==> src/rtl/core/wl_ctrl_pkg.sv <==
// wl_ctrl_pkg: mode, request, lamp and register index codes for the window lifter controller.
// No dependencies; imported by window_lifter_controller.
package wl_ctrl_pkg;

  localparam int unsigned CfgW = 16;
  localparam int unsigned CfgIdxW = 3;

  typedef enum logic [2:0] {
    MODE_IDLE    = 3'd0,
    MODE_BLOCK   = 3'd1,
    MODE_PINCH   = 3'd2,
    MODE_UP_AUTO = 3'd3,
    MODE_UP_MAN  = 3'd4,
    MODE_DN_AUTO = 3'd5,
    MODE_DN_MAN  = 3'd6
  } mode_t;

  typedef enum logic [1:0] {
    REQ_NONE  = 2'd0,
    REQ_AUTO  = 2'd1,
    REQ_MAN   = 2'd2,
    REQ_PINCH = 2'd3
  } req_t;

  typedef enum logic [1:0] {
    LAMP_OFF  = 2'd0,
    LAMP_UP   = 2'd1,
    LAMP_DOWN = 2'd2
  } lamp_t;

  typedef enum logic [CfgIdxW-1:0] {
    CFG_AUTO_HOLD   = 3'd0,
    CFG_MANUAL_HOLD = 3'd1,
    CFG_PINCH_HOLD  = 3'd2,
    CFG_HOLD_CEIL   = 3'd3,
    CFG_STEP_INTVL  = 3'd4,
    CFG_PINCH_WAIT  = 3'd5
  } cfg_idx_t;

endpackage

==> src/rtl/core/window_lifter_controller.sv <==
// window_lifter_controller: power window lifter with anti-pinch, one tick per input beat.
// Depends on wl_ctrl_pkg (mode, request, lamp and register index codes).
//
//   channel | ports                                              | dir
//   in      | in_valid, in_ready, in_up/down_pressed, in_pinch   | beat in, one per tick
//   out     | out_valid, out_ready, out_window_position/lamp/mode| beat out, one per tick
//   cfg     | cfg_we, cfg_idx, cfg_wdata                         | register write, no wait
//
// Each input beat is folded into the state and its result is loaded into the output
// register on the same edge; one beat per cycle is sustained while out_ready is high.
// The output register is the only buffer: in_ready drops only while a result is held
// with out_ready low. Reset (rst_n low, synchronous) clears the controller state and
// out_valid and loads the register defaults with no clearing pass; payload is not reset.
module window_lifter_controller #(
  parameter int unsigned POSITION_STEPS = 10
) (
  input  logic                               clk,
  input  logic                               rst_n,
  input  logic                               in_valid,
  output logic                               in_ready,
  input  logic                               in_up_pressed,
  input  logic                               in_down_pressed,
  input  logic                               in_pinch_sensed,
  output logic                               out_valid,
  input  logic                               out_ready,
  output logic [$clog2(POSITION_STEPS+1)-1:0] out_window_position,
  output logic [1:0]                         out_direction_lamp,
  output logic [2:0]                         out_mode,
  input  logic                               cfg_we,
  input  logic [wl_ctrl_pkg::CfgIdxW-1:0]    cfg_idx,
  input  logic [wl_ctrl_pkg::CfgW-1:0]       cfg_wdata
);
  import wl_ctrl_pkg::*;

  localparam int unsigned PosW = $clog2(POSITION_STEPS + 1);
  localparam logic [PosW-1:0] PosTop = PosW'(POSITION_STEPS);

  function automatic logic [CfgW-1:0] sat_inc(input logic [CfgW-1:0] v);
    sat_inc = (v == '1) ? v : v + 1'b1;
  endfunction

  // configuration
  logic [CfgW-1:0] auto_hold_r, manual_hold_r, pinch_hold_cfg_r;
  logic [CfgW-1:0] ceil_r, step_intvl_r, pinch_wait_r;

  always_ff @(posedge clk) begin
    if (!rst_n) begin
      auto_hold_r      <= CfgW'(10);
      manual_hold_r    <= CfgW'(500);
      pinch_hold_cfg_r <= CfgW'(10);
      ceil_r           <= CfgW'(600);
      step_intvl_r     <= CfgW'(200);
      pinch_wait_r     <= CfgW'(2500);
    end else if (cfg_we) begin
      case (cfg_idx)
        CFG_AUTO_HOLD:   auto_hold_r      <= cfg_wdata;
        CFG_MANUAL_HOLD: manual_hold_r    <= cfg_wdata;
        CFG_PINCH_HOLD:  pinch_hold_cfg_r <= cfg_wdata;
        CFG_HOLD_CEIL:   ceil_r           <= cfg_wdata;
        CFG_STEP_INTVL:  step_intvl_r     <= cfg_wdata;
        CFG_PINCH_WAIT:  pinch_wait_r     <= cfg_wdata;
        default: ;
      endcase
    end
  end

  // controller state
  mode_t           mode_r, mode_nxt;
  req_t            req_r, req_nxt;
  lamp_t           lamp_r, lamp_nxt;
  logic [CfgW-1:0] up_hold_r, up_hold_nxt, dn_hold_r, dn_hold_nxt;
  logic [CfgW-1:0] pinch_hold_r, pinch_hold_nxt;
  logic [CfgW-1:0] step_tmr_r, step_tmr_nxt, wait_tmr_r, wait_tmr_nxt;
  logic [PosW-1:0] pos_r, pos_nxt;
  logic            sel_dn_r, sel_dn_nxt;
  logic            slow_r;
  logic            out_valid_r;
  logic [PosW-1:0] out_pos_r;
  lamp_t           out_lamp_r;
  mode_t           out_mode_r;

  logic            in_fire;
  logic [CfgW-1:0] hold_sel;
  logic            do_move, move_up, is_open, is_closed;

  assign in_ready = !out_valid_r || out_ready;
  assign in_fire  = in_valid && in_ready;

  always_comb begin
    mode_nxt       = mode_r;
    req_nxt        = req_r;
    lamp_nxt       = lamp_r;
    up_hold_nxt    = up_hold_r;
    dn_hold_nxt    = dn_hold_r;
    pinch_hold_nxt = pinch_hold_r;
    step_tmr_nxt   = step_tmr_r;
    wait_tmr_nxt   = wait_tmr_r;
    pos_nxt        = pos_r;
    sel_dn_nxt     = sel_dn_r;
    do_move        = 1'b0;
    move_up        = 1'b0;
    is_open        = (pos_r == '0);
    is_closed      = (pos_r == PosTop);

    // button levels
    if (mode_r != MODE_PINCH && (in_up_pressed ^ in_down_pressed)) begin
      sel_dn_nxt = in_down_pressed;
      if (in_down_pressed) dn_hold_nxt = sat_inc(dn_hold_r);
      else                 up_hold_nxt = sat_inc(up_hold_r);
    end else begin
      up_hold_nxt = '0;
      dn_hold_nxt = '0;
      if (in_up_pressed && in_down_pressed) mode_nxt = MODE_IDLE;
    end
    if ((mode_nxt == MODE_UP_AUTO || mode_nxt == MODE_UP_MAN) && in_pinch_sensed)
      pinch_hold_nxt = sat_inc(pinch_hold_r);
    else
      pinch_hold_nxt = '0;

    // hold time qualification; the selected count backs off above the ceiling
    hold_sel = sel_dn_nxt ? dn_hold_nxt : up_hold_nxt;
    if (pinch_hold_nxt > pinch_hold_cfg_r) begin
      req_nxt = REQ_PINCH;
    end else if (hold_sel == auto_hold_r) begin
      req_nxt = REQ_AUTO;
    end else if (hold_sel == manual_hold_r) begin
      req_nxt = REQ_MAN;
    end else begin
      if (hold_sel < auto_hold_r) req_nxt = REQ_NONE;
      if (hold_sel > ceil_r) begin
        if (sel_dn_nxt) dn_hold_nxt = hold_sel - 1'b1;
        else            up_hold_nxt = hold_sel - 1'b1;
      end
    end

    if (slow_r) begin
      // mode manager
      case (req_nxt)
        REQ_AUTO: begin
          if (mode_nxt == MODE_IDLE) mode_nxt = sel_dn_nxt ? MODE_DN_AUTO : MODE_UP_AUTO;
          else                       mode_nxt = MODE_BLOCK;
        end
        REQ_MAN: begin
          if (mode_nxt == MODE_UP_AUTO || mode_nxt == MODE_DN_AUTO)
            mode_nxt = sel_dn_nxt ? MODE_DN_MAN : MODE_UP_MAN;
        end
        REQ_PINCH: begin
          if (mode_nxt == MODE_UP_AUTO || mode_nxt == MODE_UP_MAN) mode_nxt = MODE_PINCH;
        end
        default: ;
      endcase
      req_nxt = REQ_NONE;

      // mode response
      case (mode_nxt)
        MODE_BLOCK: begin
          if (!(sel_dn_nxt ? in_down_pressed : in_up_pressed)) mode_nxt = MODE_IDLE;
          lamp_nxt = LAMP_OFF;
        end
        MODE_IDLE: lamp_nxt = LAMP_OFF;
        MODE_PINCH: begin
          if (!is_open) begin
            do_move = 1'b1;
          end else begin
            if (wait_tmr_r == pinch_wait_r) begin
              mode_nxt     = MODE_IDLE;
              wait_tmr_nxt = CfgW'(1);
            end else begin
              wait_tmr_nxt = wait_tmr_r + 1'b1;
            end
            lamp_nxt = LAMP_OFF;
          end
        end
        MODE_UP_AUTO: begin
          if (!is_closed) begin
            do_move = 1'b1;
            move_up = 1'b1;
          end else begin
            mode_nxt = MODE_IDLE;
          end
        end
        MODE_UP_MAN: begin
          if (!is_closed && in_up_pressed && !in_down_pressed) begin
            do_move = 1'b1;
            move_up = 1'b1;
          end else begin
            mode_nxt = MODE_IDLE;
          end
        end
        MODE_DN_AUTO: begin
          if (!is_open) do_move = 1'b1;
          else          mode_nxt = MODE_IDLE;
        end
        MODE_DN_MAN: begin
          if (!is_open && in_down_pressed && !in_up_pressed) do_move = 1'b1;
          else                                               mode_nxt = MODE_IDLE;
        end
        default: ;
      endcase

      // one timed move; the move count restarts at 1 after each position step
      if (do_move) begin
        if (step_tmr_r == step_intvl_r) begin
          if (move_up) pos_nxt = pos_r + 1'b1;
          else         pos_nxt = pos_r - 1'b1;
          step_tmr_nxt = CfgW'(1);
        end else begin
          step_tmr_nxt = step_tmr_r + 1'b1;
        end
        lamp_nxt = move_up ? LAMP_UP : LAMP_DOWN;
      end
    end
  end

  always_ff @(posedge clk) begin
    if (!rst_n) begin
      mode_r       <= MODE_IDLE;
      req_r        <= REQ_NONE;
      lamp_r       <= LAMP_OFF;
      up_hold_r    <= '0;
      dn_hold_r    <= '0;
      pinch_hold_r <= '0;
      step_tmr_r   <= '0;
      wait_tmr_r   <= '0;
      pos_r        <= '0;
      sel_dn_r     <= 1'b0;
      slow_r       <= 1'b0;
      out_valid_r  <= 1'b0;
    end else begin
      if (in_fire) begin
        mode_r       <= mode_nxt;
        req_r        <= req_nxt;
        lamp_r       <= lamp_nxt;
        up_hold_r    <= up_hold_nxt;
        dn_hold_r    <= dn_hold_nxt;
        pinch_hold_r <= pinch_hold_nxt;
        step_tmr_r   <= step_tmr_nxt;
        wait_tmr_r   <= wait_tmr_nxt;
        pos_r        <= pos_nxt;
        sel_dn_r     <= sel_dn_nxt;
        slow_r       <= !slow_r;
      end
      if (in_fire)        out_valid_r <= 1'b1;
      else if (out_ready) out_valid_r <= 1'b0;
    end
  end

  // result register, payload only
  always_ff @(posedge clk) begin
    if (in_fire) begin
      out_pos_r  <= pos_nxt;
      out_lamp_r <= lamp_nxt;
      out_mode_r <= mode_nxt;
    end
  end

  assign out_valid           = out_valid_r;
  assign out_window_position = out_pos_r;
  assign out_direction_lamp  = out_lamp_r;
  assign out_mode            = out_mode_r;

  a_pos_range: assert property (@(posedge clk) disable iff (!rst_n)
    pos_r <= PosTop) else $error("window position beyond fully closed");

  a_slow_toggle: assert property (@(posedge clk) disable iff (!rst_n)
    in_fire |=> slow_r != $past(slow_r)) else $error("slow phase did not toggle");

  a_pos_fast_tick: assert property (@(posedge clk) disable iff (!rst_n)
    in_fire && !slow_r |=> pos_r == $past(pos_r)) else $error("position moved off a slow step");

  a_result_loaded: assert property (@(posedge clk) disable iff (!rst_n)
    in_fire |=> out_valid_r && out_pos_r == pos_r && out_mode_r == mode_r)
    else $error("result register does not match state");

  a_mode_legal: assert property (@(posedge clk) disable iff (!rst_n)
    mode_r <= MODE_DN_MAN)
    else $error("mode register holds the unused code");

endmodule
==> config.mk <==
export PLATFORM = sky130hd
export DESIGN_NAME = window_lifter_controller
export DESIGN_NICKNAME = d
export VERILOG_FILES = /design/src/rtl/core/wl_ctrl_pkg.sv /design/src/rtl/core/window_lifter_controller.sv
export SDC_FILE = /design/constraint.sdc
export NUM_CORES = 1
export LEC_CHECK = 0
export BUFFER_PORTS_ARGS = -buffer_cell sky130_fd_sc_hd__buf_2
export CAP_MARGIN = 20
export CORE_MARGIN = 4
export CORE_UTILIZATION = 55
export DETAILED_ROUTE_END_ITERATION = 8
export GPL_ROUTABILITY_DRIVEN = 1
export GPL_TIMING_DRIVEN = 1
export PLACE_DENSITY = 0.71
export RECOVER_POWER = 50
export SYNTH_ARGS = -nofsm -noshare
export SYNTH_HDL_FRONTEND = slang
export SYNTH_SLANG_ARGS = --single-unit
==> constraint.sdc <==
create_clock -name clk -period 14.5 [get_ports clk]
set_input_delay 1.45 -clock clk [delete_from_list [all_inputs] [get_ports clk]]
set_output_delay 1.45 -clock clk [all_outputs]
set_load 0.01 [all_outputs]
Word level (Yosys, flattened, before mapping)
Index checks and enable logic that the tools add are counted.
- flip-flop bits (word level): 199
- input port bits: 27
- output and inout bits: 11
- add/subtract/negate cells: 8
- $lt $le $gt $ge: 3
- eq/ne operators: 26
- muxes and demuxes: 65
- bitwise gates (word level): 1
- reductions and logical operators: 32
- operator list (kind ; number):
    $mux W16 ; 21
    $add A16 B1 Y16 const B ; 5
    $eq A16 B16 Y1 ; 4
    $eq A16 B16 Y1 const B ; 3
    $mux W3 ; 15
    $gt A16 B16 Y1 ; 2
    $eq A3 B3 Y1 const B ; 7
    $mux W2 ; 10
    $pmux W3 S6 ; 1
    $lt A16 B16 Y1 ; 1
    $mux W4 ; 4
    $sub A16 B1 Y16 const B ; 1
    $eq A3 B2 Y1 const B ; 5
    $reduce_and A2 Y1 ; 6
    $mux W1 ; 10
    $logic_not A3 Y1 ; 3
    $pmux W3 S3 ; 1
    $logic_and A1 B1 Y1 ; 8
    $eq A3 B1 Y1 const B ; 2
    $logic_not A1 Y1 ; 6
    $add A4 B1 Y4 const B ; 1
    $eq A2 B2 Y1 const B ; 2
    $eq A4 B4 Y1 const B ; 1
    $logic_not A4 Y1 ; 1
    other kinds (12) ; 15

Depth between registers and ports, before layout
Gate-level depths: netlist (run 1).
- depth in word-level cells: 20
- gate-level depth with buffers: 29

Least setup slack after synthesis (run 1)
Ideal clock, no wire load.
- path type: input port to flip-flop
- start point: in in_down_pressed
- end point: reg out_pos_r[3] (netlist: out_window_position[3]), data pin
- data arrival time: 6.652 ns
- setup slack: 7.588 ns
- cell stages on the path: 23
- buffers on the path: 1
- path through: buf_2 clkinv_1 or4b_2 o211ai_1 mux2i_1 ha_1 o21a_1 o21ai_0 a31oi_1 a2111oi_0 o31a_1 o21ai_0 o31a_1 o211ai_1 nand4_1 o32ai_1 inv_1 ha_1 a21o_1 a21oi_1 xnor2_1 nand2_1 xnor2_1
- longest elaborated chain between the ends: 19
- elaborated cells on any way between the ends: 57
- RTL lines (what ; line ; source):
    start, declared ; window_lifter_controller.sv:22 ; input logic in_down_pressed,
    $xor A1 B1 Y1 / $logic_and A1 B1 Y1 (equally long branches) ; window_lifter_controller.sv:106, window_lifter_controller.sv:113 ;
    $logic_and A1 B1 Y1 / $mux W3 (equally long branches) ; window_lifter_controller.sv:106, window_lifter_controller.sv:113 ;
    $mux W16, or another cell as far along ; window_lifter_controller.sv:106 ; if (mode_r != MODE_PINCH && (in_up_pressed ^ in_down_pressed)) begin
    $mux W16, or another cell as far along ; window_lifter_controller.sv:121 ; hold_sel = sel_dn_nxt ? dn_hold_nxt : up_hold_nxt;
    $lt A16 B16 Y1 / $logic_or A1 B1 Y1 (equally long branches) ; window_lifter_controller.sv:129, window_lifter_controller.sv:115, window_lifter_controller.sv:148 ;
    $mux W2 / $logic_and A1 B1 Y1 (equally long branches) ; window_lifter_controller.sv:129, window_lifter_controller.sv:115 ;
    $mux W2 / $mux W16 (equally long branches) ; window_lifter_controller.sv:126, window_lifter_controller.sv:115 ;
    $mux W2 / $gt A16 B16 Y1 (equally long branches) ; window_lifter_controller.sv:124, window_lifter_controller.sv:122 ;
    [... 4 more ...] ; n/a ;
    $eq A3 B3 Y1 / $eq A3 B2 Y1 (equally long branches) ; window_lifter_controller.sv:155 ; case (mode_nxt)
    $pmux W1 S2 ; window_lifter_controller.sv:155 ;
    $mux W1 ; window_lifter_controller.sv:136 ; if (slow_r) begin
    $mux W4 ; window_lifter_controller.sv:204 ; if (move_up) pos_nxt = pos_r + 1'b1;
    $mux W4 ; window_lifter_controller.sv:203 ; if (step_tmr_r == step_intvl_r) begin
    $mux W4 (*) ; window_lifter_controller.sv:202 ; if (do_move) begin
    $mux W4 (*) ; window_lifter_controller.sv:136 ;
    net pos_nxt[3] ; window_lifter_controller.sv:74 ; logic [PosW-1:0] pos_r, pos_nxt;
    end signal, assigned ; window_lifter_controller.sv:251 ; out_pos_r <= pos_nxt;
    end, declared ; window_lifter_controller.sv:78 ; logic [PosW-1:0] out_pos_r;
The timed path passes the listed nets; every way through them passes the cells marked *. The select of a mux whose other input is x is not followed.
A chain may end at the register's enable or synchronous reset.

Worst setup path in the final report (run 1)
- start point: in in_down_pressed
- end point: reg out_pos_r[3] (netlist: out_window_position[3]), data pin
- longest elaborated chain between the ends: 19
- elaborated cells on any way between the ends: 57
- RTL lines (what ; line ; source):
    $logic_and A1 B1 Y1 / $xor A1 B1 Y1 (equally long branches) ; window_lifter_controller.sv:113, window_lifter_controller.sv:106 ;
    $mux W3 / $logic_and A1 B1 Y1 (equally long branches) ; window_lifter_controller.sv:113, window_lifter_controller.sv:106 ;
    $mux W3 (*) ; window_lifter_controller.sv:106 ;
    $eq A3 B2 Y1 / $eq A3 B3 Y1 (equally long branches) ; window_lifter_controller.sv:115 ; if ((mode_nxt == MODE_UP_AUTO || mode_nxt == MODE_UP_MAN) && in_pinch_sensed)
    $logic_or A1 B1 Y1 (*) ; window_lifter_controller.sv:115 ;
    $logic_and A1 B1 Y1 (*) ; window_lifter_controller.sv:115 ;
    $mux W16 (*) ; window_lifter_controller.sv:115 ;
    net pinch_hold_nxt[9] ; window_lifter_controller.sv:72 ; logic [CfgW-1:0] pinch_hold_r, pinch_hold_nxt;
    [... 5 more ...] ; n/a ;
    $eq A3 B3 Y1 / $eq A3 B2 Y1 (equally long branches) ; window_lifter_controller.sv:155 ;
    $pmux W1 S2 ; window_lifter_controller.sv:155 ;
    $mux W1 ; window_lifter_controller.sv:136 ;
    $mux W4 ; window_lifter_controller.sv:204 ;
    $mux W4 ; window_lifter_controller.sv:203 ;
    $mux W4 (*) ; window_lifter_controller.sv:202 ;
    $mux W4 (*) ; window_lifter_controller.sv:136 ;
    net pos_nxt[3] ; window_lifter_controller.sv:74 ;
Marked as above.

==> results of run 1 <==
## worst register-to-register path: stages (launching register included)
cell,delay (ns)
dfxtp_1,0.44
nor3b_1,0.48
nor2_1,0.11
o21ai_0,0.24
nand2_1,0.12
o22ai_1,0.43
nand2_1,0.47
a21oi_1,0.31
ha_1,0.29
a21o_1,0.18
a21o_1,0.16
a21oi_1,0.15
nor2_1,0.06
o31ai_1,0.95
o211ai_1,0.41
o211ai_1,0.30
a2bb2oi_1,0.48
nand4_1,0.17
o32ai_1,0.27
inv_1,0.19
ha_1,0.31
a21o_1,0.17
a21oi_1,0.17
xnor2_1,0.19
nand2_1,0.11
xnor2_1,0.16
## layout make-up
cell class	count	area, um^2	area share (%)
clock buffer	18	439	3.25
clock inverter	14	170	1.26
inverter	88	332	2.46
multi-input combinational	1304	7860	58.2
sequential	199	4070	30.2
tap	285	357	2.64
timing repair buffer	52	267	1.97
## per-stage QoR
stage               hold slack, ns  util [%]
finish                       0.457      59.6
detailed placement           0.447      57.0
CTS                          0.457      59.7
global placement             0.442      57.0
global route                 0.472      59.6
floorplan                    0.436         -
## power groups by stage
stage	Clock [mW]	Combinational, mW	Sequential, mW
2_1_floorplan	0	0.170	0.591
3_3_place_gp	0	0.236	0.602
3_5_place_dp	0	0.238	0.601
4_1_cts	0.498	0.240	0.589
5_1_grt	0.518	0.266	0.593
6_report	0.494	0.245	0.590
## kinds of logic after synthesis
| family | count (synthesis) |
|---|---|
| xor+xnor | 86 |
| fa+ha+maj | 58 |
| buf+inv | 186 |
| simple gates | 716 |
| compound gates | 419 |
| mux | 25 |
| flops | 199 |
## sequential cells by signal (all words and copies together) (netlist names), 2 cells and up
signal               count
auto_hold_r             16
ceil_r                  16
dn_hold_r               16
lamp_r                   2
manual_hold_r           16
mode_r                   3
out_direction_lamp       2
out_mode                 3
out_window_position      4
pinch_hold_cfg_r        16
pinch_hold_r            16
pinch_wait_r            16
pos_r                    4
req_r                    2
step_intvl_r            16
step_tmr_r              16
up_hold_r               16
wait_tmr_r              16
## cells in the final DEF, fill, tap and decap left out, types with 24 or more instances in the layout
cell / instances
dfxtp_1: 190
a21oi_1: 173
o21ai_0: 66
and3_1: 25
o211ai_1: 27
xnor2_1: 39
inv_1: 85
ha_1: 57
xor2_1: 47
nor2_1: 106
nor3_1: 41
nand4_1: 44
nand3_1: 58
buf_2: 24
nand2_1: 309
## per-layer routing
layer / GRT usage [%] / wire length [um]
met3: 4.23 / 2630
met2: 43.6 / 16300
met4: 9.50 / 1010
met5: 0 / 0
met1: 41.5 / 17300
## how the worst max path moves through the flow
stage	start	cells past startpoint	slack, ns	to
4_1_cts	in_down_pressed	27	6.04	out_window_position[3]
2_1_floorplan	in_down_pressed	23	7.59	out_window_position[3]
3_3_place_gp	in_down_pressed	27	5.79	out_window_position[3]
3_5_place_dp	in_down_pressed	27	5.59	out_window_position[3]
6_report	in_down_pressed	27	5.89	out_window_position[3]
5_1_grt	in_down_pressed	27	5.42	out_window_position[3]
==> impl_metrics.env, run 1 <==
export IMPL_run_status="complete, but fails checks"
export IMPL_violations="max-capacitance violations, max-slew violations"
export IMPL_first_pass_iters=5
export IMPL_worst_ep_required_time_ns=14.70
export IMPL_synth_simple_area_share_pct=27.3
export IMPL_min_from="pinch_hold_cfg_r[4]"
export IMPL_slew_violations=270
export IMPL_critPathBufInv=3
export IMPL_setup_tns_ns=0
export IMPL_clockRootBuffer="clkbuf_16"
export IMPL_hold_violations=0
export IMPL_port_buffers=37
export IMPL_num_nets_final=1747
export IMPL_relSlewSlack_pct=-202
export IMPL_yosysUniqueCellTypes=89
export IMPL_start_util_pct=56.0
export IMPL_power_density_nw_per_um2=98.5
export IMPL_gp_congestion=0.985
export IMPL_dp_hpwl_um=26400
export IMPL_period_needed_ns=8.61
export IMPL_cp_top_family="compound AO/OA/AOI/OAI gates"
export IMPL_crit_path_end_kind="flip-flop"
export IMPL_cts_buffers=17
export IMPL_totalWireLength_um=37200
export IMPL_critPathLaunchType="input pin"
export IMPL_clk_pin_slew_worst_paths_ns=0.08
export IMPL_min_to="pinch_hold_cfg_r[4]"
export IMPL_grt_pass1_vias=11200
export IMPL_slowest_delay_ns=0.95
export IMPL_min_path_type="reg -> reg"
export IMPL_yosys_cell_count_top_type="nand2_1"
export IMPL_synth_top_family_by_area="simple AND/OR/NAND/NOR gates"
export IMPL_clock_sinks=199
export IMPL_synth_ff_type="dfxtp_1"
export IMPL_finalCritPeriodShare_pct=59.4
export IMPL_place_area_um2=12900
export IMPL_pre_cts_slack_ns=5.59
export IMPL_drive_gt1_share_pct=5.97
export IMPL_vias=12200
export IMPL_grt_pass1_wl_um=59700
export IMPL_critical_path_class="in -> reg"
export IMPL_netlist_area_leader_share_pct=30.0
export IMPL_fin_ws_ns=5.89
export IMPL_critPathMaxFanout=28
export IMPL_synthXorXnorAreaFrac_pct=5.94
export IMPL_grt_use_total_pct=28.6
export IMPL_drc_errors=0
export IMPL_drtIter0Drc=1226
export IMPL_worst_pin_slew_ns=4.53
export IMPL_synth_seq_area_share_pct=32.1
export IMPL_power_frac_comb_pct=18.5
export IMPL_netlist_area_um2=12700
export IMPL_p_clk_share_pct=37.1
export IMPL_intPower_mw=0.887
export IMPL_cp_slowest_cell="o31ai_1"
export IMPL_overflow=0
export IMPL_synth_nets=1774
export IMPL_yosys_area_top_type="dfxtp_1"
export IMPL_rr_endpoint="out_window_position[3]"
export IMPL_cts_buffer_depth=2
export IMPL_fin_skew_ns=0.0165
export IMPL_timing_fmax_mhz=116
export IMPL_async_flop_share_pct=0
export IMPL_r2r_setup_slack_ns=6.93
export IMPL_synth_area_leaders="dfxtp_1 30%, nand2_1 9.2%, a21oi_1 6.8%, ha_1 5.6%, xor2_1 3.2%"
export IMPL_htree_levels=4
export IMPL_cts_tree="done"
export IMPL_swShare_pct=33.3
export IMPL_diodes=0
export IMPL_stdcell_count=1960
export IMPL_clock_latency_ns=0.46
export IMPL_ys_top_cells_by_count="309 x nand2_1, 190 x dfxtp_1, 173 x a21oi_1, 106 x nor2_1, 85 x inv_1"
export IMPL_netlist_instances=1689
export IMPL_avgSynthCellArea_um2=7.50
export IMPL_holdBufCountCts=0
export IMPL_antenna_left=0
export IMPL_synth_area_mux_share_pct=2.01
export IMPL_setup_viol=0
export IMPL_fp_dieH_um=160
export IMPL_whs_path_depth=2
export IMPL_die_w_um=160
export IMPL_place_inst=1926
export IMPL_ios=38
export IMPL_ir_worst_vdd_mv=0.0632
export IMPL_max_cap_violations=4
export IMPL_regToRegStartpoint="mode_r[1]"
export IMPL_yosys_warnings=0
export IMPL_power_leakage_nw=4.96
export IMPL_reg2reg_depth=25
export IMPL_rsz0062_at_grt="no"
export IMPL_die_area_um2=25500
export IMPL_yosys_register_bits=199
export IMPL_seq_power_share_pct=44.4
export IMPL_rows=55
export IMPL_area_growth_syn_to_layout_pct=6.50
export IMPL_final_cell_area_um2=13500
export IMPL_viasPerCell=6.25
export IMPL_synth_adder_area_share_pct=5.79
export IMPL_synth_edf_count=9
export IMPL_power_mw=1.33
export IMPL_grt_max_degree=102
export IMPL_cts_setup_buffers=0
export IMPL_switchingPower_mw=0.442
export IMPL_synth_compound_area_share_pct=21.0
export IMPL_cts_repair_resized=0
export IMPL_core_area_um2=22600
export IMPL_antenna_found_initial=0
export IMPL_crit_arrival_ns=8.81
export IMPL_routedWlPerCell_um=19.0
export IMPL_nFillCells=2107
Note: power is estimated with default switching activity, not from simulation.
==> inputs of run 2 (changes only) <==
Settings changed: PLACE_DENSITY 0.71 to 0.74.
Clock period 14.5 ns to 7.8 ns, I/O delays scaled along.
==> run 2 against run 1 <==
The run still ends with max-capacitance violations, max-slew violations left. Critical path depth is 1 higher. Clock skew is 0.0021 ns higher. First-iteration DRC count is 9.8% higher. Global-route usage is 0.30 points lower. Non-clock buffer count is 12 higher. Worst setup slack worse by 5.2 ns. Via count is 2.0% higher. Worst hold slack better by 0.0012 ns. Die area stayed put. Clock power is 87% higher. Core utilization is 0.41 points higher. Sequential share of layout area is 0.21 points lower.
==> impl_metrics.env, run 2 (same netlist as run 1, synthesis figures left out) <==
export IMPL_min_path_type="reg -> reg"
export IMPL_power_leakage_nw=5.01
export IMPL_max_cap_violations=4
export IMPL_num_nets_final=1759
export IMPL_drtIter0Drc=1346
export IMPL_r2r_setup_slack_ns=0.68
export IMPL_cp_slowest_cell="o22ai_1"
export IMPL_multiInputGateArea_um2=7860
export IMPL_die_area_um2=25500
export IMPL_viasPerCell=6.33
export IMPL_rows=55
export IMPL_slew_violations=267
export IMPL_hold_violations=0
export IMPL_grt_pass1_wl_um=59600
export IMPL_fp_dieH_um=160
export IMPL_crit_arrival_ns=7.34
export IMPL_diodes=0
export IMPL_stdcell_count=1972
export IMPL_cpMostUsedCell="nand2_1"
export IMPL_violations="max-capacitance violations, max-slew violations"
export IMPL_cts_tree="done"
export IMPL_cp_top_family="compound AO/OA/AOI/OAI gates"
export IMPL_start_util_pct=56.0
export IMPL_clock_latency_ns=0.46
export IMPL_antenna_left=0
export IMPL_core_area_um2=22600
export IMPL_gp_congestion=1.02
export IMPL_nFillCells=2094
export IMPL_setup_viol=0
export IMPL_crit_path_end_kind="flip-flop"
export IMPL_setup_tns_ns=0
export IMPL_hold_ws_ns=0.458
export IMPL_dp_hpwl_um=26400
export IMPL_cts_buffers=17
export IMPL_cp_startpoint="in_up_pressed"
export IMPL_port_buffers=37
export IMPL_rr_endpoint="out_window_position[3]"
export IMPL_finalCritPeriodShare_pct=91.6
export IMPL_slowest_delay_ns=0.48
export IMPL_clock_sinks=199
export IMPL_final_cell_mix="309 x nand2_1, 190 x dfxtp_1, 173 x a21oi_1, 106 x nor2_1, 85 x inv_1"
export IMPL_place_area_um2=13000
export IMPL_cts_buffer_depth=2
export IMPL_critPathLaunchType="input pin"
export IMPL_timing_fmax_mhz=140
export IMPL_area_growth_syn_to_layout_pct=7.24
export IMPL_first_pass_iters=6
export IMPL_grt_pass1_vias=11300
export IMPL_cp_endpoint="out_window_position[3]"
export IMPL_die_w_um=160
export IMPL_final_cell_area_um2=13600
export IMPL_period_needed_ns=7.14
export IMPL_routedWlPerCell_um=18.8
export IMPL_drc_errors=0
export IMPL_reg2reg_depth=26
export IMPL_final_core_util_pct=60.0
export IMPL_drive_gt1_share_pct=6.52
export IMPL_run_status="complete, but fails checks"
export IMPL_worst_pin_slew_ns=4.34
export IMPL_cts_repair_resized=0
export IMPL_clk_pin_slew_worst_paths_ns=0.08
export IMPL_totalWireLength_um=37200
export IMPL_layout_commonest_cell="nand2_1"
export IMPL_cts_setup_buffers=0
export IMPL_worst_ep_required_time_ns=8.00
export IMPL_clockRootBuffer="clkbuf_16"
export IMPL_holdBufCountCts=0
export IMPL_place_inst=1938
export IMPL_critPathBufInv=4
export IMPL_regToRegStartpoint="mode_r[1]"
export IMPL_critical_path_class="in -> reg"
export IMPL_relSlewSlack_pct=-189
export IMPL_critPathMaxFanout=15
export IMPL_antenna_found_initial=0
export IMPL_power_density_nw_per_um2=183
export IMPL_grt_max_degree=98
export IMPL_fin_skew_ns=0.0186
export IMPL_crit_cells=28
export IMPL_ios=38
export IMPL_ir_worst_vdd_mv=0.147
export IMPL_register_area_um2=4070
export IMPL_vias=12500
export IMPL_rsz0062_at_grt="no"
export IMPL_htree_levels=4
export IMPL_grt_use_total_pct=28.3
export IMPL_overflow=0
run 2: changes by cell type in the layout (fill, tap and decap cells not counted), sizes merged:
cell and delta:
clkbuf +1, clkinv -2, inv +3, buf +10
run 2: routing by layer:
| metal | share of wire [%] | global-route usage (%) |
|---|---|---|
| met5 | 0 | 0 |
| met2 | 44 | 43.9 |
| met3 | 8.6 | 4.36 |
| met4 | 2.2 | 8.29 |
| met1 | 45 | 40.8 |
run 2: worst register-to-register path, cell delays in order (launching register included):
cell,delay [ns]
dfxtp_1,0.44
nor3b_1,0.48
nor2_1,0.10
o21ai_0,0.25
nand2_1,0.13
o22ai_1,0.48
nand2_1,0.46
a21oi_1,0.30
ha_1,0.28
a21o_1,0.18
a21o_1,0.17
a21oi_1,0.15
nor2_1,0.06
o31ai_1,0.43
buf_4,0.25
nand2_1,0.13
o31ai_2,0.48
o211a_1,0.30
o21ai_2,0.11
o32ai_1,0.42
inv_1,0.20
ha_1,0.32
a21o_1,0.18
a21oi_1,0.17
xnor2_1,0.18
nand2_1,0.10
xnor2_1,0.15
run 2: final cells by class:
class	instances	share of cell area (%)
clock buffers	17	3.13
clock inverters	15	1.42
inverters	88	2.44
multi-input cells	1304	57.8
flip-flops and latches	199	30.0
well taps	285	2.62
repair buffers	64	2.59
run 2: how the worst min path moves through the flow:
stage | from | end | slack, ns | cells after the start
finish | auto_hold_r[6] | auto_hold_r[6] | 0.46 | 2
global route | auto_hold_r[10] | auto_hold_r[10] | 0.47 | 2
CTS | pinch_hold_cfg_r[8] | pinch_hold_cfg_r[8] | 0.46 | 2
detailed placement | pinch_hold_cfg_r[8] | pinch_hold_cfg_r[8] | 0.45 | 2
global placement | ceil_r[1] | ceil_r[1] | 0.44 | 2
floorplan | auto_hold_r[10] | auto_hold_r[10] | 0.44 | 2
run 2: stage by stage:
step	power [mW]	setup slack, ns
2_1_floorplan	1.41	1.42
3_3_place_gp	1.56	0.571
3_5_place_dp	1.56	0.383
4_1_cts	2.47	0.824
5_1_grt	2.57	0.212
6_report	2.48	0.659
run 2: where the power goes:
group	internal, mW	leakage [nW]	switching (mW)
Clock	0.443	0.300	0.480
Sequential	1.05	1.63	0.0423
Combinational	0.156	3.08	0.308
==> inputs of run 3 (changes only) <==
Settings changed: CTS_CLUSTER_DIAMETER set to 60, RECOVER_POWER 50 to unset.
==> run 3 against run 2 <==
The flow now finishes without violations. Cell area grew 0.28%. Die area is the same. Clock power is essentially flat. Sequential power is essentially flat. Sequential cell count is the same. Sequential share of layout area shrank 0.082 points. Non-clock buffer count is the same. Total power is essentially flat. Critical path type unchanged. First-iteration DRC count grew 6.5%.
==> impl_metrics.env, run 3 (same netlist as run 1, synthesis figures left out) <==
export IMPL_crit_arrival_ns=7.32
export IMPL_setup_tns_ns=0
export IMPL_dp_hpwl_um=26400
export IMPL_cts_setup_buffers=0
export IMPL_stdcell_count=1972
export IMPL_pre_cts_slack_ns=0.383
export IMPL_ios=38
export IMPL_finalCritPeriodShare_pct=91.4
export IMPL_cp_top_family="compound AO/OA/AOI/OAI gates"
export IMPL_antenna_left=0
export IMPL_max_cap_violations=0
export IMPL_hold_violations=0
export IMPL_drive_gt1_share_pct=7.71
export IMPL_rsz0062_at_grt="no"
export IMPL_clock_latency_ns=0.46
export IMPL_routedWlPerCell_um=18.8
export IMPL_setup_viol=0
export IMPL_critPathBufInv=4
export IMPL_cpMostUsedCell="nand2_1"
export IMPL_htree_levels=4
export IMPL_place_inst=1938
export IMPL_slew_violations=0
export IMPL_layout_commonest_cell="nand2_1"
export IMPL_nFillCells=2081
export IMPL_slowest_delay_ns=0.49
export IMPL_port_buffers=37
export IMPL_worst_pin_slew_ns=1.03
export IMPL_relSlewSlack_pct=31.1
export IMPL_multiInputGateArea_um2=7860
export IMPL_run_status="finished clean"
export IMPL_start_util_pct=56.0
export IMPL_worst_ep_required_time_ns=8.00
export IMPL_die_w_um=160
export IMPL_grt_use_total_pct=28.3
export IMPL_fin_ws_ns=0.674
export IMPL_cp_slowest_cell="o31ai_2"
export IMPL_grt_pass1_wl_um=59600
export IMPL_cts_repair_resized=0
export IMPL_final_cell_mix="309 x nand2_1, 190 x dfxtp_1, 173 x a21oi_1, 106 x nor2_1, 85 x inv_1"
export IMPL_holdBufCountCts=0
export IMPL_grt_max_degree=98
export IMPL_cts_buffer_depth=2
export IMPL_power_leakage_nw=5.08
export IMPL_critPathMaxFanout=15
export IMPL_power_density_nw_per_um2=182
export IMPL_clock_sinks=199
export IMPL_hold_ws_ns=0.459
export IMPL_timing_fmax_mhz=140
export IMPL_vias=12400
export IMPL_gp_congestion=1.02
export IMPL_core_area_um2=22600
export IMPL_num_nets_final=1759
export IMPL_antenna_found_initial=0
export IMPL_grt_pass1_vias=11300
export IMPL_clk_pin_slew_worst_paths_ns=0.08
export IMPL_totalWireLength_um=37100
export IMPL_die_area_um2=25500
export IMPL_area_growth_syn_to_layout_pct=7.53
export IMPL_rows=55
export IMPL_register_area_um2=4070
export IMPL_cts_buffers=17
export IMPL_min_path_type="reg -> reg"
export IMPL_clockRootBuffer="clkbuf_16"
export IMPL_diodes=0
export IMPL_ir_worst_vdd_mv=0.148
export IMPL_drtIter0Drc=1433
export IMPL_fin_skew_ns=0.0195
export IMPL_crit_path_end_kind="flip-flop"
export IMPL_cts_tree="done"
export IMPL_first_pass_iters=6
export IMPL_viasPerCell=6.30
export IMPL_drc_errors=0
export IMPL_critPathLaunchType="input pin"
export IMPL_power_mw=2.48
export IMPL_fp_dieH_um=160
export IMPL_overflow=0
export IMPL_critical_path_class="in -> reg"
export IMPL_period_needed_ns=7.13
run 3: worst reg2reg max path: cells and delay by family (launching register included):
kind | cells | cell delay (ns)
AND/OR/NAND/NOR | 7 | 1.43
buffers and inverters | 2 | 0.45
XOR/XNOR | 2 | 0.33
flip-flops | 1 | 0.44
adder cells (fa/ha/maj) | 2 | 0.60
AO/OA/AOI/OAI | 13 | 3.61
run 3: power by group:
group | switching, mW | leakage (nW) | internal (mW) | total [mW]
Clock | 0.478 | 0.300 | 0.443 | 0.921
Sequential | 0.0419 | 1.63 | 1.05 | 1.10
Combinational | 0.309 | 3.15 | 0.156 | 0.465
Total | 0.829 | 5.08 | 1.65 | 2.48
run 3: path summary, 6_finish.rpt:
path                            endpoint  depth (start not counted)  slack, ns      startpoint
setup / recovery  out_window_position[3]                         28       0.67   in_up_pressed
hold / removal            auto_hold_r[6]                          2       0.46  auto_hold_r[6]
setup reg to reg  out_window_position[3]                         26       0.70       mode_r[1]
hold reg to reg           auto_hold_r[6]                          2       0.46  auto_hold_r[6]
run 3: cell type report:
class                   instances  area share, %
well taps                     285           2.62
clock buffers                  17           3.12
repair buffers                 64           2.85
flip-flops and latches        199           29.9
multi-input cells            1304           57.7
inverters                      88           2.44
clock inverters                15           1.41
run 3: stage by stage:
step | instance area [um^2] | utilization (%)
2_1_floorplan | 12700 | -
3_3_place_gp | 13000 | 57.4
3_5_place_dp | 13000 | 57.4
4_1_cts | 13600 | 60.1
5_1_grt | 13600 | 60.2
6_report | 13600 | 60.2
run 3: routing by layer:
layer	track usage [%]	part of all wire [%]	wire length (um)	vias to the layer above
li1	-	-	-	5998
met5	0	0	0	-
met2	43.9	44	16400	566
met3	4.36	8.5	3140	75
met1	40.8	45	16600	5792
met4	8.29	2.4	897	0
